`src/rtl/ccbo_pkg.sv`:
```
// Shared types and constants of the CSR column block offset generator.
package ccbo_pkg;

   localparam int DATA_BITS          = 32;
   localparam int REQ_TYPE_BITS      = 2;
   localparam int GROUP_NUM_BITS     = 4;
   localparam int GRID_BITS          = 5;
   localparam int WIDE_BITS          = 4;
   localparam int CSR_INDEX_BITS     = 2;
   localparam int CSR_DATA_BITS      = 32;
   localparam int DEFAULT_MAX_GROUPS = 16;
   localparam int DEFAULT_INDEX_BITS = 32;
   localparam int MID_DEPTH          = 2;
   localparam int OUT_DEPTH          = 2;

   localparam logic [CSR_INDEX_BITS-1:0] CSR_GRID_COLS   = 2'd0;
   localparam logic [CSR_INDEX_BITS-1:0] CSR_GROUP_WIDTH = 2'd1;
   localparam logic [CSR_INDEX_BITS-1:0] CSR_WIDE_GROUPS = 2'd2;

   localparam logic [GRID_BITS-1:0] GRID_COLS_RESET   = 5'd1;
   localparam logic [DATA_BITS-1:0] GROUP_WIDTH_RESET = 32'd1;
   localparam logic [WIDE_BITS-1:0] WIDE_GROUPS_RESET = 4'd0;

   typedef enum logic [REQ_TYPE_BITS-1:0] {
      REQ_ENTRY      = 2'd0,
      REQ_ROW_END    = 2'd1,
      REQ_MATRIX_END = 2'd2
   } req_kind_type;

   typedef struct packed {
      req_kind_type         kind;
      logic [DATA_BITS-1:0] column;
   } item_type;

   typedef struct packed {
      logic [DATA_BITS-1:0]      offset;
      logic [DATA_BITS-1:0]      row_number;
      logic [GROUP_NUM_BITS-1:0] group_number;
      logic                      is_final;
      logic                      last;
   } rsp_type;

   typedef struct packed {
      logic [GRID_BITS-1:0] grid_cols;
      logic [DATA_BITS-1:0] group_width;
      logic [WIDE_BITS-1:0] wide_groups;
   } cfg_type;

   typedef enum logic [1:0] {
      ST_DISPATCH,
      ST_SCAN,
      ST_CLOSE,
      ST_FINAL
   } back_state_type;

endpackage

```
`src/rtl/ccbo_fifo.sv`:
```
// Small first-in first-out queue built from registers.
module ccbo_fifo #(
   parameter int WIDTH = 8,
   parameter int DEPTH = 2
) (
   input  logic             clock,
   input  logic             reset,
   input  logic             wr_en,
   input  logic [WIDTH-1:0] wr_data,
   output logic             full,
   input  logic             rd_en,
   output logic [WIDTH-1:0] rd_data,
   output logic             empty
);

   localparam int PTR_BITS = $clog2(DEPTH);
   localparam int CNT_BITS = $clog2(DEPTH + 1);

   logic [WIDTH-1:0]    mem_ff [DEPTH];
   logic [PTR_BITS-1:0] wr_ptr_ff, wr_ptr_in;
   logic [PTR_BITS-1:0] rd_ptr_ff, rd_ptr_in;
   logic [CNT_BITS-1:0] count_ff, count_in;
   logic                do_wr;
   logic                do_rd;

   assign full    = (count_ff == CNT_BITS'(DEPTH));
   assign empty   = (count_ff == '0);
   assign do_wr   = wr_en && !full;
   assign do_rd   = rd_en && !empty;
   assign rd_data = mem_ff[rd_ptr_ff];

   always_comb begin
      wr_ptr_in = wr_ptr_ff;
      rd_ptr_in = rd_ptr_ff;
      count_in  = count_ff;
      if (do_wr) begin
         wr_ptr_in = (wr_ptr_ff == PTR_BITS'(DEPTH - 1)) ? '0 : wr_ptr_ff + 1'b1;
      end
      if (do_rd) begin
         rd_ptr_in = (rd_ptr_ff == PTR_BITS'(DEPTH - 1)) ? '0 : rd_ptr_ff + 1'b1;
      end
      if (do_wr && !do_rd) begin
         count_in = count_ff + 1'b1;
      end else if (do_rd && !do_wr) begin
         count_in = count_ff - 1'b1;
      end
   end

   always_ff @(posedge clock) begin
      if (reset) begin
         wr_ptr_ff <= '0;
         rd_ptr_ff <= '0;
         count_ff  <= '0;
      end else begin
         wr_ptr_ff <= wr_ptr_in;
         rd_ptr_ff <= rd_ptr_in;
         count_ff  <= count_in;
      end
   end

   always_ff @(posedge clock) begin
      if (do_wr) begin
         mem_ff[wr_ptr_ff] <= wr_data;
      end
   end

endmodule

```
`src/rtl/ccbo_front.sv`:
```
// Front end: takes request transfers, classifies them and drops unknown types.
module ccbo_front (
   input  logic                                    push,
   output logic                                    full,
   input  logic [ccbo_pkg::REQ_TYPE_BITS-1:0]      req_type,
   input  logic [ccbo_pkg::DATA_BITS-1:0]          req_column,
   output logic                                    q_push,
   output ccbo_pkg::item_type                      q_item,
   input  logic                                    q_full
);

   logic known;

   // Only entries, row ends and matrix ends reach the back end.
   assign known = (req_type == ccbo_pkg::REQ_ENTRY)
               || (req_type == ccbo_pkg::REQ_ROW_END)
               || (req_type == ccbo_pkg::REQ_MATRIX_END);

   assign full          = q_full;
   assign q_push        = push && !q_full && known;
   assign q_item.kind   = ccbo_pkg::req_kind_type'(req_type);
   assign q_item.column = req_column;

endmodule

```
`src/rtl/ccbo_back.sv`:
```
// Back end: walks column groups and emits at most one offset per cycle while the result queue has room.
module ccbo_back #(
   parameter int MAX_GROUPS = ccbo_pkg::DEFAULT_MAX_GROUPS,
   parameter int INDEX_BITS = ccbo_pkg::DEFAULT_INDEX_BITS
) (
   input  logic                clock,
   input  logic                reset,
   input  ccbo_pkg::cfg_type   cfg,
   input  logic                item_valid,
   input  ccbo_pkg::item_type  item,
   output logic                item_pop,
   input  logic                out_full,
   output logic                out_push,
   output ccbo_pkg::rsp_type   out_data
);

   localparam int GRP_BITS   = $clog2(MAX_GROUPS + 1);
   localparam int CNT_BITS   = $clog2(MAX_GROUPS + 2);
   localparam int CMP_BITS   = (CNT_BITS > ccbo_pkg::GRID_BITS) ? CNT_BITS : ccbo_pkg::GRID_BITS;
   localparam int START_BITS = ccbo_pkg::DATA_BITS + GRP_BITS;

   ccbo_pkg::back_state_type state_ff, state_in;
   logic [INDEX_BITS-1:0]    entry_ff, entry_in;
   logic [INDEX_BITS-1:0]    row_ff, row_in;
   logic [GRP_BITS-1:0]      group_ff, group_in;
   logic [START_BITS-1:0]    start_ff, start_in;
   logic                     open_ff, open_in;
   logic                     eom_ff, eom_in;

   logic [CMP_BITS-1:0]      grid_ext;
   logic [CMP_BITS-1:0]      groups;
   logic [CMP_BITS-1:0]      group_ext;
   logic [CMP_BITS-1:0]      group_nxt;
   logic [CMP_BITS-1:0]      wide_ext;
   logic                     lt_wide;
   logic [START_BITS-1:0]    start_calc;
   logic [START_BITS-1:0]    start_next;
   logic [START_BITS-1:0]    col_ext;
   logic                     hit_cur;
   logic                     hit_next;
   logic                     close_last;
   logic                     close_done;
   logic                     emit;
   logic [INDEX_BITS-1:0]    entry_sat;
   logic [INDEX_BITS-1:0]    row_sat;

   // Clamp the group count into 1..MAX_GROUPS.
   assign grid_ext = CMP_BITS'(cfg.grid_cols);
   always_comb begin
      if (grid_ext == '0) begin
         groups = CMP_BITS'(1);
      end else if (grid_ext > CMP_BITS'(MAX_GROUPS)) begin
         groups = CMP_BITS'(MAX_GROUPS);
      end else begin
         groups = grid_ext;
      end
   end

   assign group_ext = CMP_BITS'(group_ff);
   assign group_nxt = group_ext + 1'b1;
   assign wide_ext  = CMP_BITS'(cfg.wide_groups);
   assign lt_wide   = group_ext < wide_ext;

   // Start column of the pending group, from scratch or one group further on.
   assign start_calc = START_BITS'(group_ff) * START_BITS'(cfg.group_width)
                     + START_BITS'(lt_wide ? group_ext : wide_ext);
   assign start_next = start_ff + START_BITS'(cfg.group_width) + START_BITS'(lt_wide);
   assign col_ext    = START_BITS'(item.column);

   assign hit_cur    = (group_ext < groups) && (col_ext >= start_ff);
   assign hit_next   = (group_nxt < groups) && (col_ext >= start_next);
   assign close_last = (group_nxt >= groups);

   assign entry_sat = (&entry_ff) ? entry_ff : entry_ff + 1'b1;
   assign row_sat   = (&row_ff) ? row_ff : row_ff + 1'b1;

   assign out_push = emit && !out_full;

   always_comb begin
      state_in   = state_ff;
      entry_in   = entry_ff;
      row_in     = row_ff;
      group_in   = group_ff;
      start_in   = start_ff;
      open_in    = open_ff;
      eom_in     = eom_ff;
      item_pop   = 1'b0;
      emit       = 1'b0;
      close_done = 1'b0;
      out_data.offset       = ccbo_pkg::DATA_BITS'(entry_ff);
      out_data.row_number   = ccbo_pkg::DATA_BITS'(row_ff);
      out_data.group_number = ccbo_pkg::GROUP_NUM_BITS'(group_ff);
      out_data.is_final     = 1'b0;
      out_data.last         = 1'b0;

      case (state_ff)
         ccbo_pkg::ST_DISPATCH: begin
            if (item_valid) begin
               case (item.kind)
                  ccbo_pkg::REQ_ENTRY: begin
                     if (open_ff) begin
                        start_in = start_calc;
                     end else begin
                        // open the row: group 0 starts at column 0, always hit
                        group_in = '0;
                        start_in = '0;
                        open_in  = 1'b1;
                     end
                     state_in = ccbo_pkg::ST_SCAN;
                  end
                  ccbo_pkg::REQ_ROW_END: begin
                     if (!open_ff) begin
                        group_in = '0;
                     end
                     eom_in   = 1'b0;
                     state_in = ccbo_pkg::ST_CLOSE;
                  end
                  ccbo_pkg::REQ_MATRIX_END: begin
                     eom_in   = 1'b1;
                     state_in = open_ff ? ccbo_pkg::ST_CLOSE : ccbo_pkg::ST_FINAL;
                  end
                  default: begin
                     item_pop = 1'b1;
                  end
               endcase
            end
         end
         ccbo_pkg::ST_SCAN: begin
            if (hit_cur) begin
               emit          = 1'b1;
               out_data.last = !hit_next;
               if (!out_full) begin
                  group_in = GRP_BITS'(group_nxt);
                  start_in = start_next;
                  if (!hit_next) begin
                     entry_in = entry_sat;
                     item_pop = 1'b1;
                     state_in = ccbo_pkg::ST_DISPATCH;
                  end
               end
            end else begin
               entry_in = entry_sat;
               item_pop = 1'b1;
               state_in = ccbo_pkg::ST_DISPATCH;
            end
         end
         ccbo_pkg::ST_CLOSE: begin
            if (group_ext < groups) begin
               emit          = 1'b1;
               out_data.last = close_last && !eom_ff;
               if (!out_full) begin
                  group_in   = GRP_BITS'(group_nxt);
                  close_done = close_last;
               end
            end else begin
               close_done = 1'b1;
            end
            if (close_done) begin
               row_in   = row_sat;
               open_in  = 1'b0;
               group_in = '0;
               if (eom_ff) begin
                  state_in = ccbo_pkg::ST_FINAL;
               end else begin
                  item_pop = 1'b1;
                  state_in = ccbo_pkg::ST_DISPATCH;
               end
            end
         end
         ccbo_pkg::ST_FINAL: begin
            emit                  = 1'b1;
            out_data.group_number = '0;
            out_data.is_final     = 1'b1;
            out_data.last         = 1'b1;
            if (!out_full) begin
               entry_in = '0;
               row_in   = '0;
               group_in = '0;
               start_in = '0;
               open_in  = 1'b0;
               item_pop = 1'b1;
               state_in = ccbo_pkg::ST_DISPATCH;
            end
         end
         default: begin
            state_in = ccbo_pkg::ST_DISPATCH;
         end
      endcase
   end

   always_ff @(posedge clock) begin
      if (reset) begin
         state_ff <= ccbo_pkg::ST_DISPATCH;
         entry_ff <= '0;
         row_ff   <= '0;
         group_ff <= '0;
         open_ff  <= 1'b0;
         eom_ff   <= 1'b0;
      end else begin
         state_ff <= state_in;
         entry_ff <= entry_in;
         row_ff   <= row_in;
         group_ff <= group_in;
         open_ff  <= open_in;
         eom_ff   <= eom_in;
      end
   end

   always_ff @(posedge clock) begin
      start_ff <= start_in;
   end

endmodule

```
`src/rtl/csr_column_block_offsets_top.sv`:
```
// Top level of the CSR column block offset generator.
//
// Usage: the request side is a queue input. A transfer happens at a rising
// edge with push high and full low; req_type selects a nonzero entry (with
// req_column), an end of row or an end of matrix. Other type codes are taken
// and dropped. The result side is a queue output: while empty is low the
// oldest offset sits on the rsp_ ports, and a transfer happens at a rising
// edge with pop high. rsp_last marks the last offset caused by one request.
// Configuration: csr_write_en writes csr_wdata into register csr_index
// (0 group count, 1 group width, 2 wide groups) at the rising edge. Write
// only while no request is in flight; the block itself does not enforce it.
// Timing: a request lands in a two-entry queue; the group walker takes a
// nonzero entry in a dispatch state, then a scan state that emits one offset
// for each group it crosses; an end of row passes the dispatch state and a
// close state that emits one offset per group left, if any; an end of matrix
// adds a final state for the total. The walker emits at most one offset per
// cycle while the result queue has room, which sets throughput. An offset
// reaches the result ports through the request queue, walker and result queue.
// Reset (synchronous, active high) empties both queues, clears the counters,
// closes any open row and loads group count 1, width 1, no wide groups.
// When the receiver stalls, the result queue fills, the walker holds, then
// the request queue fills and full rises.
module csr_column_block_offsets_top #(
   parameter int MAX_GROUPS = ccbo_pkg::DEFAULT_MAX_GROUPS,
   parameter int INDEX_BITS = ccbo_pkg::DEFAULT_INDEX_BITS
) (
   input  logic                                   clock,
   input  logic                                   reset,
   // request channel
   input  logic                                   push,
   output logic                                   full,
   input  logic [ccbo_pkg::REQ_TYPE_BITS-1:0]     req_type,
   input  logic [ccbo_pkg::DATA_BITS-1:0]         req_column,
   // result channel
   output logic                                   empty,
   input  logic                                   pop,
   output logic [ccbo_pkg::DATA_BITS-1:0]         rsp_offset,
   output logic [ccbo_pkg::DATA_BITS-1:0]         rsp_row_number,
   output logic [ccbo_pkg::GROUP_NUM_BITS-1:0]    rsp_group_number,
   output logic                                   rsp_is_final,
   output logic                                   rsp_last,
   // configuration port
   input  logic                                   csr_write_en,
   input  logic [ccbo_pkg::CSR_INDEX_BITS-1:0]    csr_index,
   input  logic [ccbo_pkg::CSR_DATA_BITS-1:0]     csr_wdata
);

   localparam int ITEM_BITS = $bits(ccbo_pkg::item_type);
   localparam int RSP_BITS  = $bits(ccbo_pkg::rsp_type);

   // Configuration registers.
   ccbo_pkg::cfg_type  cfg_ff, cfg_in;

   // Front to back queue.
   logic               mid_push;
   logic               mid_full;
   logic               mid_empty;
   logic               mid_pop;
   ccbo_pkg::item_type mid_wr_item;
   ccbo_pkg::item_type mid_rd_item;

   // Back to result queue.
   logic               out_push;
   logic               out_full;
   ccbo_pkg::rsp_type  out_wr_rsp;
   ccbo_pkg::rsp_type  out_rd_rsp;

   // Load the addressed register; an index past the list writes nothing.
   always_comb begin
      cfg_in = cfg_ff;
      if (csr_write_en) begin
         case (csr_index)
            ccbo_pkg::CSR_GRID_COLS:   cfg_in.grid_cols   = csr_wdata[ccbo_pkg::GRID_BITS-1:0];
            ccbo_pkg::CSR_GROUP_WIDTH: cfg_in.group_width = csr_wdata[ccbo_pkg::DATA_BITS-1:0];
            ccbo_pkg::CSR_WIDE_GROUPS: cfg_in.wide_groups = csr_wdata[ccbo_pkg::WIDE_BITS-1:0];
            default: begin
               cfg_in = cfg_ff;
            end
         endcase
      end
   end

   always_ff @(posedge clock) begin
      if (reset) begin
         cfg_ff.grid_cols   <= ccbo_pkg::GRID_COLS_RESET;
         cfg_ff.group_width <= ccbo_pkg::GROUP_WIDTH_RESET;
         cfg_ff.wide_groups <= ccbo_pkg::WIDE_GROUPS_RESET;
      end else begin
         cfg_ff <= cfg_in;
      end
   end

   // Classify requests and drop unknown codes.
   ccbo_front u_front (
      .push       (push),
      .full       (full),
      .req_type   (req_type),
      .req_column (req_column),
      .q_push     (mid_push),
      .q_item     (mid_wr_item),
      .q_full     (mid_full)
   );

   // Decouple request intake from the group walker.
   ccbo_fifo #(
      .WIDTH (ITEM_BITS),
      .DEPTH (ccbo_pkg::MID_DEPTH)
   ) u_mid_fifo (
      .clock   (clock),
      .reset   (reset),
      .wr_en   (mid_push),
      .wr_data (mid_wr_item),
      .full    (mid_full),
      .rd_en   (mid_pop),
      .rd_data (mid_rd_item),
      .empty   (mid_empty)
   );

   // Walk column groups and produce offsets.
   ccbo_back #(
      .MAX_GROUPS (MAX_GROUPS),
      .INDEX_BITS (INDEX_BITS)
   ) u_back (
      .clock      (clock),
      .reset      (reset),
      .cfg        (cfg_ff),
      .item_valid (!mid_empty),
      .item       (mid_rd_item),
      .item_pop   (mid_pop),
      .out_full   (out_full),
      .out_push   (out_push),
      .out_data   (out_wr_rsp)
   );

   // Hold results while the receiver stalls.
   ccbo_fifo #(
      .WIDTH (RSP_BITS),
      .DEPTH (ccbo_pkg::OUT_DEPTH)
   ) u_out_fifo (
      .clock   (clock),
      .reset   (reset),
      .wr_en   (out_push),
      .wr_data (out_wr_rsp),
      .full    (out_full),
      .rd_en   (pop),
      .rd_data (out_rd_rsp),
      .empty   (empty)
   );

   assign rsp_offset       = out_rd_rsp.offset;
   assign rsp_row_number   = out_rd_rsp.row_number;
   assign rsp_group_number = out_rd_rsp.group_number;
   assign rsp_is_final     = out_rd_rsp.is_final;
   assign rsp_last         = out_rd_rsp.last;

endmodule

```
`config.mk`:
```
export PLATFORM = sky130hd
export DESIGN_NAME = csr_column_block_offsets_top
export DESIGN_NICKNAME = d
export VERILOG_FILES = /design/src/rtl/ccbo_pkg.sv /design/src/rtl/ccbo_fifo.sv /design/src/rtl/ccbo_front.sv /design/src/rtl/ccbo_back.sv /design/src/rtl/csr_column_block_offsets_top.sv
export SDC_FILE = /design/constraint.sdc
export NUM_CORES = 1
export LEC_CHECK = 0
export BUFFER_PORTS_ARGS = -buffer_cell sky130_fd_sc_hd__buf_4
export CORE_MARGIN = 4
export CORE_UTILIZATION = 30
export DETAILED_ROUTE_END_ITERATION = 10
export GPL_ROUTABILITY_DRIVEN = 1
export MAX_ROUTING_LAYER = met4
export SLEW_MARGIN = 20
export SYNTH_ARGS = -nofsm -noshare
export SYNTH_HDL_FRONTEND = slang
export SYNTH_SLANG_ARGS = --single-unit
```
`constraint.sdc`:
```
create_clock -name clock -period 9.62 [get_ports clock]
set_input_delay 0.962 -clock clock [delete_from_list [all_inputs] [get_ports clock]]
set_output_delay 0.962 -clock clock [all_outputs]
set_load 0.02 [all_outputs]
```
# After elaboration in Yosys (flattened, before gate mapping)
# Memory sizes are Yosys's and may differ from the RTL's. A register that Yosys moved wholly into a read port is not among the register bits.
# Index checks and enable logic that the tools add are counted.
[word_totals]
input_bits = 73
out_inout_bits = 72
ram_bits = 208
n_memories = 2
ff_bits = 159
[classes]
eq_ne = 24
n_addsub = 14
multipliers = 1
n_lt_le_gt_ge = 7
reduce_logical = 54
muxes = 79
bitwise = 1
[memory_table]
columns = ["name", "depth", "width", "read_ports", "rd_clocked_by_memory_dff", "write_ports", "line", "source"]
rows = [
  ["u_out_fifo.mem_ff", 2, 70, 1, 1, 1, "ccbo_fifo.sv:19", "logic [WIDTH-1:0] mem_ff [DEPTH];"],
  ["u_mid_fifo.mem_ff", 2, 34, 1, 1, 1, "ccbo_fifo.sv:19", ""],
]
[op_table]
columns = ["operator", "n"]
rows = [
  ["32-bit two-way mux", 7],
  ["37-bit two-way mux", 6],
  ["32-bit one-hot mux with 2 select lines", 2],
  ["37-bit one-hot mux with 3 select lines", 1],
  ["32-bit by 37-bit >= comparator with 1-bit output", 2],
  ["32-bit by 1-bit adder with 32-bit output (second input constant)", 2],
  ["32-bit AND reduction", 2],
  ["5-bit two-way mux", 12],
  ["37-bit by 1-bit adder with 37-bit output", 1],
  ["37-bit by 32-bit adder with 37-bit output", 1],
  ["37-bit adder", 1],
  ["5-bit by 32-bit multiplier with 37-bit output", 1],
  ["1-bit two-way mux", 32],
  ["2-bit two-way mux", 11],
  ["5-bit one-hot mux with 4 select lines", 1],
  ["6-bit AND reduction", 3],
  ["2-bit == test (second input constant)", 7],
  ["1-bit logical AND", 14],
  ["2-bit inequality test (second input constant)", 7],
  ["2-bit zero test", 6],
  ["1-bit zero test", 10],
  ["5-bit less-than comparator", 2],
  ["2-bit nonzero test", 5],
  ["1-bit one-hot mux with 3 select lines", 3],
  ["26 further kinds", 41],
]

# Logic depth before layout (Yosys ltp)
[depth]
depth_word = 13
ltp_mapped = 33
ltp_nobuf = 33

# Modules after synthesis
# Synthesis repeated with hierarchy kept, for this count alone.
[hier_totals]
cells_unflattened = 2284
area_unflattened_um2 = 24209.5
[by_module_without_submodules]
columns = ["module", "area_per_inst_um2", "instances", "cells_per_inst"]
rows = [
  ["ccbo_back", 14221.1, 1, 1700],
  ["ccbo_fifo at u_out_fifo", 5250.0, 1, 243],
  ["ccbo_fifo at u_mid_fifo", 2662.6, 1, 131],
  ["csr_column_block_offsets_top", 1796.7, 1, 173],
  ["ccbo_front", 279.0, 1, 37],
]

# Worst setup path before layout
# Ideal clock, no wire load.
[synth_timing]
path_kind = "register to register"
start = "reg with a tool-made name"
end = "mem u_out_fifo.mem_ff[0][0] in the netlist's numbering, enable pin"
stages_incl_launch_ff = 12
setup_slack_ns = 2.622
t_required_ns = 9.113
n_path_buf = 2
arrival_ns = 6.492
cell_sequence = "dfxtp_1 -> clkbuf_1 -> buf_1 -> mux2_2 -> ha_1 -> nand3_1 -> or4_1 -> o211ai_1 -> a31oi_1 -> or3_1 -> a311oi_1 -> nor2b_1"
[synth_lines]
columns = ["item", "line"]
rows = [
  ["end, declared", "ccbo_fifo.sv:19"],
]

# Worst setup path after layout
[layout_timing]
start = "reg u_back.group_ff[1] (netlist: u_back.group_ext[1])"
end = "reg u_mid_fifo.count_ff[1]"
[layout_via]
elab_chain_cells = 12
elab_cells_between_ends = 23
cone_classes = "2 x add/sub; 5 x order compare; 9 x mux; 7 x reduce/logical"
[layout_lines]
columns = ["item", "line", "source"]
rows = [
  ["start, declared", "ccbo_back.sv:25", "logic [GRP_BITS-1:0] group_ff, group_in;"],
  ["start signal, assigned", "ccbo_back.sv:203", "group_ff <= group_in;"],
  ["5-bit by 4-bit less-than comparator with 1-bit output", "ccbo_back.sv:62", "assign lt_wide = group_ext < wide_ext;"],
  ["37-bit by 1-bit adder with 37-bit output", "ccbo_back.sv:67", "assign start_next = start_ff + START_BITS'(cfg.group_width) + START_BITS'(lt_wide);"],
  ["32-bit by 37-bit >= comparator with 1-bit output", "ccbo_back.sv:71", "assign hit_next = (group_nxt < groups) && (col_ext >= start_next);"],
  ["1-bit logical AND", "ccbo_back.sv:71", ""],
  ["1-bit two-way mux", "ccbo_back.sv:135", "if (!hit_next) begin"],
  ["1-bit two-way mux", "ccbo_back.sv:132", "if (!out_full) begin"],
  ["1-bit two-way mux", "ccbo_back.sv:129", "if (hit_cur) begin"],
  ["1-bit one-hot mux with 4 select lines (*)", "ccbo_back.sv:96", "case (state_ff)"],
  ["1-bit logical AND (*)", "ccbo_fifo.sv:29", "assign do_rd = rd_en && !empty;"],
  ["1-bit zero test", "ccbo_fifo.sv:42", "if (do_wr && !do_rd) begin"],
  ["1-bit logical AND", "ccbo_fifo.sv:42", ""],
  ["2-bit two-way mux or 2-bit nonzero test (tied branches)", "-", ""],
  ["end signal, assigned", "ccbo_fifo.sv:57", "count_ff <= count_in;"],
  ["end, declared", "ccbo_fifo.sv:22", "logic [CNT_BITS-1:0] count_ff, count_in;"],
]
# Mark *: on every way between the ends. The rest lies on a longest branch, timed or not. The select of a mux whose other input is x is not followed.
# A chain may end at the register's enable or synchronous reset.

==> results_dict.tcl <==
set metrics [dict create \
    status "completed" \
    tritoncts "yes" \
    holdBufCountCts 0 \
    grt_start_max_net_pins 71 \
    pin_count 145 \
    syn_nets 2566 \
    synth_top_area_share_pct 31.3 \
    grt_pass1_wl_um 91300 \
    gp_congestion 0.867 \
    powerDensity_nw_per_um2 212 \
    synth_cells 2203 \
    post-route-min-period_ns 7.91 \
    critical_path_arrival_ns 8.42 \
    nFillCells 7890 \
    cts_buffers 42 \
    wl_um 57600 \
    pre_cts_ws_ns 1.78 \
    synth.most_common_cell "edfxtp_1" \
    critPathSlowestCell "a211oi_1" \
    cts_sinks 369 \
    rows 102 \
    cp.required_ns 10.13 \
    layout-drive-gt1-share_pct 16.0 \
    synth-edff-count 245 \
    path_max_fanout 39 \
    seq_area_frac_synth_pct 41.8 \
    routedWlPerCell_um 16.9 \
    path_delay_family "compound AO/OA/AOI/OAI gates" \
    clock_power_share_pct 29.2 \
    seqPwrFrac_pct 36.4 \
    dieArea_um2 83000 \
    clock-root-buffer "clkbuf_16" \
    ys_top_cells_by_count "edfxtp_1 (245), nand2_1 (239), ha_1 (193)" \
    port_buffers 144 \
    antenna_found_initial 3 \
    rsz0062_at_grt "no" \
    syn-cell-area_um2 23500 \
    combPwrFrac_pct 34.4 \
    clock_path_buffers 3 \
    tightest_slew_ns 1.00 \
    clk_latency_ns 0.58 \
    hp-class "reg -> reg" \
    htreeDepth 2 \
    drc 0 \
    grtUsageTotal_pct 14.2 \
    multi_input_area_um2 12800 \
    ys.flop_type "edfxtp_1" \
    maxCapViolations 0 \
    finClkSkew_ns 0.0211 \
    setup_tns_ns 0 \
    critPathMaxStageDelay_ns 0.65 \
    path_clk_slew_ns 0.06 \
    layout_setup_ws_ns 1.71 \
    grt_pass1_vias 16200 \
    internal_power_uw 3720 \
    start_util_pct 30.3 \
    vdd_drop_max_uv 118 \
    worstSetupEndpointType "register" \
    total_power_uw 5760 \
    async_reset_ff_share_pct 0 \
    design.core.area_um2 77600 \
    cts_setup_buffers 0 \
    slew_headroom_pct 33.0 \
    synth_area_leaders "edfxtp_1 (31%), dfxtp_1 (11%), ha_1 (10%)" \
    p_sw_uw 2040 \
    globalRouteOverflowTotal 0 \
    fmax_mhz 126 \
    synth_top_area_cell "edfxtp_1" \
    finalSetupViolations 0 \
    vias 16500 \
    crit_type "reg -> reg" \
    p_leak_uw 0.0112 \
    dr.pass1.iters 6 \
    seq_area_um2 9840 \
    hold_viol 0 \
    drt-vias-per-instance 4.85 \
    place_hpwl_um 42300 \
    postSynthAreaPerCell_um2 10.7 \
    syn_to_final_growth_pct 15.5 \
    die_y_um 288 \
    ys_ff_latch 369 \
    die_x_um 288 \
    crit_buf_inv 2 \
    finalCritPeriodShare_pct 82.3 \
    antenna_left 0 \
    critPathLaunchType "register" \
    cp_common_cell "ha_1" \
    synth_warnings 0 \
    synth.distinct_cells 90 \
    ctsResizeCount 0 \
    drt_iter0_markers 964 \
    nets 2683 \
    slew_violations 0 \
    power_switching_share_pct 35.4 \
]
## worst paths after layout
path,startpoint,endpoint,slack (ns),cells after the start
setup reg to reg,u_back.group_ext[1]$_SDFFE_PP0P_,u_mid_fifo.count_ff[1]$_SDFFE_PP0P_,1.71,30
hold reg to reg,u_back.row_ff[27]$_SDFFE_PP0P_,u_out_fifo.mem_ff[1][33]$_DFFE_PP_,0.43,0
hold / removal,u_back.row_ff[27]$_SDFFE_PP0P_,u_out_fifo.mem_ff[1][33]$_DFFE_PP_,0.43,0
setup / recovery,u_back.group_ext[1]$_SDFFE_PP0P_,u_mid_fifo.count_ff[1]$_SDFFE_PP0P_,1.71,30
## per-layer routing
layer	track usage [%]	vias up	wire, µm
met2	21.8	349	25600
met4	2.64	0	909
met5	-	-	0
met3	2.62	60	3150
li1	-	8073	-
met1	19.8	8006	27900
## registers in the layout, indices dropped and copies added (netlist names), 2 cells and up, named ones only
| name | flops |
|---|---|
| u_out_fifo.mem_ff | 140 |
| u_mid_fifo.mem_ff | 68 |
| cfg_ff | 41 |
| u_back.start_ff | 37 |
| u_back.entry_ff | 32 |
| u_back.row_ff | 32 |
| u_back.group_ext | 5 |
| u_back.state_ff | 2 |
| u_mid_fifo.count_ff | 2 |
| u_out_fifo.count_ff | 2 |
## power by group through the flow
stage / logic [µW] / clock network, µW / registers (µW)
after CTS: 1990 / 1730 / 2100
after floorplan: 1420 / 0 / 2040
after global routing: 2180 / 1800 / 2130
after detailed placement: 1970 / 0 / 2130
final: 1980 / 1680 / 2100
after global placement: 1970 / 0 / 2130
## per-stage QoR
stage | instance area [µm²] | hold slack [ns] | utilization, % | instances
global placement | 25700 | 0.447 | 33.1 | 3316
finish | 27200 | 0.431 | 35.0 | 3397
CTS | 27200 | 0.420 | 35.0 | 3394
global route | 27200 | 0.436 | 35.0 | 3397
detailed placement | 25700 | 0.442 | 33.1 | 3316
floorplan | 23500 | 0.426 | - | 2203
## cell usage in the layout (no fill, tap or decap), types with 13 or more instances in the layout
cell type and n:
nand2_1 239, o22ai_1 30, ha_1 193, inv_1 152
or3_1 16, xnor2_1 44, nor3_1 20, xor2_1 83
fa_1 97, and2_1 76, clkbuf_16 42, o21bai_1 16
dfxtp_1 122, mux2_2 102, a211oi_1 14, nor2_1 124
mux2i_1 13, o21a_1 15, a31oi_1 13, nand4_1 44
buf_4 158, and3_1 29, edfxtp_1 245, a21o_1 40
nand3_1 43, nor2b_1 14, a21oi_1 108, o21ai_0 61
nand2b_1 14
## cells by family (layout without fill, tap and decap cells)
group	after synthesis	after routing	share of synthesized area (%)
AOI/OAI and AO/OA	384	384	11.0
xor gates and xnor gates	127	127	4.73
adders and majority gates	290	290	18.5
buffers and inverters	239	390	4.03
DFF	369	369	41.8
muxes	117	117	5.53
other	1	4	0.0159
and+or+nand+nor	676	676	14.4
## area by class of cell
type	instances	share of cell area (%)
inverters	154	2.13
clock buffers	54	4.22
clock inverters	24	1.21
well taps	1040	4.79
repair buffers	158	4.36
flip-flops and latches	369	36.2
multi-input cells	1595	47.0
diodes	3	0.0276
(Power assumes the default switching activity.)
